### config.mk
export PLATFORM = sky130hd
export DESIGN_NAME = moving_average_peak_level_top
export DESIGN_NICKNAME = d
export VERILOG_FILES = /design/src/mapl_pkg.sv /design/src/mapl_ram.sv /design/src/moving_average_peak_level_top.sv
export SDC_FILE = /design/constraint.sdc
export NUM_CORES = 1
export LEC_CHECK = 0
export BUFFER_PORTS_ARGS = -buffer_cell sky130_fd_sc_hd__buf_2
export CAP_MARGIN = 20
export CORE_UTILIZATION = 55
export CTS_CLUSTER_SIZE = 12
export DETAILED_ROUTE_END_ITERATION = 10
export GPL_TIMING_DRIVEN = 1
export PLACE_DENSITY = 0.74
export SLEW_MARGIN = 0
export SYNTH_ARGS = -nofsm -noshare
export SYNTH_HDL_FRONTEND = slang
export SYNTH_SLANG_ARGS = --single-unit
### constraint.sdc
create_clock -name clk -period 16.92 [get_ports clk]
set_clock_uncertainty 0.05 [all_clocks]
set_input_delay 4.23 -clock clk [delete_from_list [all_inputs] [get_ports clk]]
set_output_delay 4.23 -clock clk [all_outputs]
set_load 0.02 [all_outputs]
### src/mapl_pkg.sv
// Shared types and constants for the moving average peak level block.
package mapl_pkg;

  localparam int LEVEL_W = 16;

  typedef logic [LEVEL_W-1:0] level_t;

  localparam level_t TARGET_LEVEL_RESET = level_t'(16384);

endpackage

### src/mapl_ram.sv
// Generic single-write, single-read RAM with a registered read port.
module mapl_ram
  import mapl_pkg::*;
#(
  parameter int WIDTH = 16,
  parameter int DEPTH = 16
) (
  input  logic                     clk,
  input  logic                     we,
  input  logic [$clog2(DEPTH)-1:0] waddr,
  input  logic [WIDTH-1:0]         wdata,
  input  logic [$clog2(DEPTH)-1:0] raddr,
  output logic [WIDTH-1:0]         rdata
);

  logic [WIDTH-1:0] mem [DEPTH];

  always_ff @(posedge clk) begin
    if (we) begin
      mem[waddr] <= wdata;
    end
    rdata <= mem[raddr];
  end

endmodule

### src/moving_average_peak_level_top.sv
// Top level of the moving average with peak hold on level samples.
//
//   Channel   Direction  Signals                          Content
//   s         in         s_tvalid s_tready s_tdata[15:0]  sample
//   m         out        m_tvalid m_tready m_tdata[15:0]  smoothed_level
//                        m_tuser[0]                       window_full
//   cfg       in         cfg_we cfg_wdata[15:0]           target_level
//
// One request is taken per cycle unless back-pressure fills the stages; each
// result passes through three registered stages. The sample ring sits in a
// RAM whose registered read is issued one request ahead. Reset clears the
// counters, the sum and the peak at once, with no pass over the RAM. A
// stalled output only holds the stages behind it once they are all occupied.
module moving_average_peak_level_top
  import mapl_pkg::*;
#(
  parameter int WINDOW = 16
) (
  input  logic         clk,
  input  logic         rst,
  input  logic         s_tvalid,
  output logic         s_tready,
  input  logic [15:0]  s_tdata,   // sample
  output logic         m_tvalid,
  input  logic         m_tready,
  output logic [15:0]  m_tdata,   // smoothed_level
  output logic [0:0]   m_tuser,   // window_full
  input  logic         cfg_we,
  input  logic [15:0]  cfg_wdata  // target_level
);

  localparam int CW     = $clog2(WINDOW);
  localparam int AW     = CW;
  localparam int FILL_W = $clog2(WINDOW + 1);
  localparam int SUM_W  = LEVEL_W + CW;
  localparam int K      = SUM_W + CW;
  localparam logic [63:0] RECIP_WIDE = ((64'd1 << K) + 64'(WINDOW) - 64'd1) / 64'(WINDOW);
  localparam logic [SUM_W:0] RECIP = RECIP_WIDE[SUM_W:0];

  level_t              target_level;
  logic [AW-1:0]       write_slot;
  logic [AW-1:0]       write_slot_next;
  logic [FILL_W-1:0]   fill_count;
  logic [FILL_W-1:0]   fill_count_next;
  logic [SUM_W-1:0]    running_sum;
  logic [SUM_W-1:0]    running_sum_next;
  level_t              peak_mean;
  level_t              peak_mean_next;
  level_t              old_sample;

  logic                v1;
  logic [SUM_W-1:0]    num1;
  logic                full1;
  logic                v2;
  level_t              q2;
  logic                full2;

  logic                ready1;
  logic                ready2;
  logic                ready3;
  logic                accept;
  logic                full_now;
  logic                full_new;
  logic [FILL_W-1:0]   gap_wide;
  logic [CW-1:0]       gap;
  logic [SUM_W-1:0]    pad;
  logic [2*SUM_W:0]    product;

  assign ready3   = !m_tvalid || m_tready;
  assign ready2   = !v2 || ready3;
  assign ready1   = !v1 || ready2;
  assign s_tready = ready1;
  assign accept   = s_tvalid && ready1;

  always_comb begin
    full_now         = (fill_count == FILL_W'(WINDOW));
    write_slot_next  = write_slot;
    fill_count_next  = fill_count;
    running_sum_next = running_sum;
    if (accept) begin
      write_slot_next = (write_slot == AW'(WINDOW - 1)) ? '0 : write_slot + AW'(1);
      if (!full_now) begin
        fill_count_next = fill_count + FILL_W'(1);
      end
      running_sum_next = running_sum + SUM_W'(s_tdata)
                         - (full_now ? SUM_W'(old_sample) : '0);
    end
    full_new = (fill_count_next == FILL_W'(WINDOW));
    gap_wide = FILL_W'(WINDOW) - fill_count_next;
    gap      = gap_wide[CW-1:0];
    pad      = SUM_W'(target_level) * SUM_W'(gap);
  end

  mapl_ram #(
    .WIDTH (LEVEL_W),
    .DEPTH (WINDOW)
  ) u_ring (
    .clk   (clk),
    .we    (accept),
    .waddr (write_slot),
    .wdata (s_tdata),
    .raddr (write_slot_next),
    .rdata (old_sample)
  );

  always_ff @(posedge clk) begin
    if (rst) begin
      target_level <= TARGET_LEVEL_RESET;
      write_slot   <= '0;
      fill_count   <= '0;
      running_sum  <= '0;
    end else begin
      if (cfg_we) begin
        target_level <= cfg_wdata;
      end
      write_slot  <= write_slot_next;
      fill_count  <= fill_count_next;
      running_sum <= running_sum_next;
    end
  end

  // Stage one: numerator of the blended or full-window mean.
  always_ff @(posedge clk) begin
    if (rst) begin
      v1 <= 1'b0;
    end else if (ready1) begin
      v1 <= accept;
    end
  end

  always_ff @(posedge clk) begin
    if (accept) begin
      num1  <= full_new ? running_sum_next : running_sum_next + pad;
      full1 <= full_new;
    end
  end

  // Stage two: division by the window length as a reciprocal multiplication.
  assign product = (2*SUM_W+1)'(num1) * (2*SUM_W+1)'(RECIP);

  always_ff @(posedge clk) begin
    if (rst) begin
      v2 <= 1'b0;
    end else if (ready2) begin
      v2 <= v1;
    end
  end

  always_ff @(posedge clk) begin
    if (ready2 && v1) begin
      q2    <= product[K +: LEVEL_W];
      full2 <= full1;
    end
  end

  // Stage three: peak hold and the output register.
  always_comb begin
    peak_mean_next = peak_mean;
    if (ready3 && v2 && full2 && (q2 > peak_mean)) begin
      peak_mean_next = q2;
    end
  end

  always_ff @(posedge clk) begin
    if (rst) begin
      m_tvalid  <= 1'b0;
      peak_mean <= '0;
    end else begin
      peak_mean <= peak_mean_next;
      if (ready3) begin
        m_tvalid <= v2;
      end
    end
  end

  always_ff @(posedge clk) begin
    if (ready3 && v2) begin
      m_tdata <= full2 ? peak_mean_next : q2;
      m_tuser <= full2;
    end
  end

endmodule
==> impl_metrics.env <==
export IMPL_num_rows=67
export IMPL_tns_ns=0
export IMPL_drt_vias_per_instance=5.70
export IMPL_rsz0062_at_grt="no"
export IMPL_path_max_fanout=44
export IMPL_cts_root_buffer="clkbuf_16"
export IMPL_status="complete, no violations"
export IMPL_insertion_delay_ns=0.53
export IMPL_clock_path_buffers=3
export IMPL_max_freq_mhz=96.7
export IMPL_synth_main_ff_cell="edfxtp_1"
export IMPL_fin_crit_ns=10.34
export IMPL_antenna_found_initial=1
export IMPL_synth_distinct_cells=63
export IMPL_grt_pass1_wl_um=60900
export IMPL_syn_num_nets=1532
export IMPL_drive_gt1_share_pct=13.5
export IMPL_portBuffers=55
export IMPL_clkTransAtPathRegs_ns=0.06
export IMPL_hp_class="flop to flop"
export IMPL_fp_dieH_um=188
export IMPL_netlist_area_um2=19000
export IMPL_p_leak_uw=0.00832
export IMPL_grt_use_met2_pct=37.3
export IMPL_drv_cap=0
export IMPL_htree_levels=2
export IMPL_ys_top_cells_by_area="edfxtp_1 49%, dfxtp_1 8.4%, fa_1 6.3%"
export IMPL_seq_area_frac_synth_pct=57.0
export IMPL_ys_seq_elements=387
export IMPL_grt_use_total_pct=22.5
export IMPL_drc_errors=0
export IMPL_tightest_slew_ns=1.19
export IMPL_synthArstFlopShare_pct=0
export IMPL_firstDrtPassIters=5
export IMPL_finalWeightedCongestion=0.875
export IMPL_slowest_delay_ns=0.54
export IMPL_end_kind="flop"
export IMPL_cts_buffers=41
export IMPL_fin_crit_sh_pct=61.1
export IMPL_start_util_pct=56.2
export IMPL_crit_arrival_ns=10.56
export IMPL_design_area_um2=21100
export IMPL_grt_use_met1_pct=29.9
export IMPL_first_iter_violations=699
export IMPL_dpl_hpwl_um=24600
export IMPL_crit_slowest_cell="fa_1"
export IMPL_yosysTopAreaCell="edfxtp_1"
export IMPL_setup_viol=0
export IMPL_hold_violations=0
export IMPL_vias=10900
export IMPL_busiest_layer="met2"
export IMPL_routed_wl_um=39000
export IMPL_p_per_area_nw_per_um2=138
export IMPL_cpMostUsedCell="fa_1"
export IMPL_area_growth_pct=11.0
export IMPL_synth_edf_count=307
export IMPL_cts_resized=0
export IMPL_die_area_um2=35300
export IMPL_wl_per_cell_um=20.3
export IMPL_die_width_um=188
export IMPL_io_pins=56
export IMPL_postCtsSetupBuffers=0
export IMPL_required_ns=17.14
export IMPL_grt_pass1_vias=11000
export IMPL_slew_viol_final=0
export IMPL_cts_hold_buf=0
export IMPL_slew_limit_headroom_pct=20.9
export IMPL_synth_top_area_share_pct=48.6
export IMPL_path_class="primary input to flop"
export IMPL_clock_sinks=387
export IMPL_nNetsFinal=1604
export IMPL_grt_max_degree=66
export IMPL_ir_drop_mv=0.0759
export IMPL_placed_area_um2=19700
export IMPL_ys_warn_count=0
export IMPL_overflow=0
export IMPL_grt_use_met3_pct=4.45
export IMPL_core_area_um2=33800
export IMPL_syn_instance_count=1367
export IMPL_cts_tree="done"
export IMPL_startpoint_type="primary input"
export IMPL_antenna_left=0
export IMPL_syn_avg_cell_area_um2=13.9
## path summary, 6_finish.rpt
kind / depth (start not counted) / slack, ns / to / from
setup / recovery: 27 / 6.58 / num1[19] / m_tready
hold / removal: 0 / 0.37 / q2[12] / num1[16]
setup reg to reg: 26 / 10.06 / num1[19] / v2
hold reg to reg: 0 / 0.37 / q2[12] / num1[16]
## layout make-up
class                      instances  area [µm²]
antenna                            1        2.50
clock buffer                      64        1180
clock inverter                    11         110
fill                            2485       12700
inverter                         157         594
multi-input combinational        775        7290
sequential                       387       10800
tap                              448         561
timing repair buffer              77         500
## metrics by stage
step	utilization, %	power [µW]	setup WS (ns)	hold WS (ns)	std cells
5_1_grt	62.4	3070	6.17	0.373	1919
2_1_floorplan	-	1850	6.83	0.350	1367
6_report	62.4	2900	6.58	0.366	1920
3_3_place_gp	58.3	2030	5.90	0.354	1840
4_1_cts	62.2	2920	6.23	0.368	1917
3_5_place_dp	58.4	2050	5.68	0.355	1842
## power breakdown
part	internal (µW)	switching [µW]
Clock	512	351
Sequential	1130	34.6
Combinational	379	503
Total	2020	888
## critical path: cells and delay by family
family / cells / cell delay [ns]
AOI/OAI and AO/OA: 6 / 1.28
xor gates and xnor gates: 2 / 0.55
adders and majority gates: 4 / 1.79
buffers and inverters: 6 / 0.81
muxes: 1 / 0.13
and+or+nand+nor: 8 / 1.73
## synthesized netlist by cell type (all sizes together) (2+ instances only)
library cell / n
mux2: 17
nand2: 67
nand4: 6
xnor2: 18
a31oi: 17
ha: 68
mux2i: 36
a41oi: 2
o31a: 3
a211o: 4
a21oi: 44
a211oi: 22
o21a: 10
a21o: 15
a21boi: 5
clkbuf: 26
edfxtp: 307
o31ai: 2
and3: 14
mux4: 64
and2: 56
inv: 157
nor3: 7
o21ai: 27
nor2b: 56
or3: 3
fa: 60
nor2: 100
nand3: 7
nand2b: 6
xor2: 20
dfxtp: 80
buf: 22
o22ai: 3
## cell usage in the layout (no fill, tap or decap), types with 4 or more instances in the layout
master     netlist  final
o21ai_1          4      4
nand2_1         66     66
inv_1          155    155
xnor2_1         17     17
and2_1          56     56
clkbuf_1        25     18
clkbuf_16        0     43
o21a_1          10     10
a21oi_1         44     43
nor2b_1         56     56
nand4_1          6      6
a21o_1          15     15
ha_1            68     68
and3_1          12     12
mux2i_1         36     36
o21ai_0         23     23
nand3_1          7      7
nor2_1          99     99
a31oi_1         17     17
mux4_2          32     32
nand2b_1         6      6
a21boi_0         5      4
dfxtp_1         80     80
edfxtp_1       307    307
buf_4            2     19
a211oi_1        21     21
buf_2            7     55
mux2_2          17     17
xor2_1          20     19
clkinv_2         0      5
fa_1            60     60
a211o_1          4      4
mux4_1          32     32
nor3_1           7      7
## layer usage
metal | part of all wire (%) | vias up
met5 | 0 | -
met4 | 2.8 | 0
met2 | 48 | 379
met3 | 6.6 | 82
li1 | - | 5048
met1 | 43 | 5434
## state kept, by name, summed over array words and instances, names as in the netlist
| name | count |
|---|---|
| num1 | 16 |
| m_tuser | 1 |
| full2 | 1 |
| fill_count | 5 |
| peak_mean | 16 |
| u_ring.mem | 256 |
| write_slot | 4 |
| target_level | 16 |
| u_ring.rdata | 16 |
| v1 | 1 |
| full1 | 1 |
| v2 | 1 |
| m_tvalid | 1 |
| running_sum | 20 |
| m_tdata | 16 |
| q2 | 16 |
## cells by family after synthesis
family / after synthesis / synth area share, %
flops: 387 / 57.0
fa+ha+maj: 128 / 10.8
xor+xnor: 38 / 1.85
buf+inv: 205 / 4.81
mux: 117 / 11.1
simple gates: 329 / 8.81
compound gates: 163 / 5.61
(Power assumes the default switching activity.)
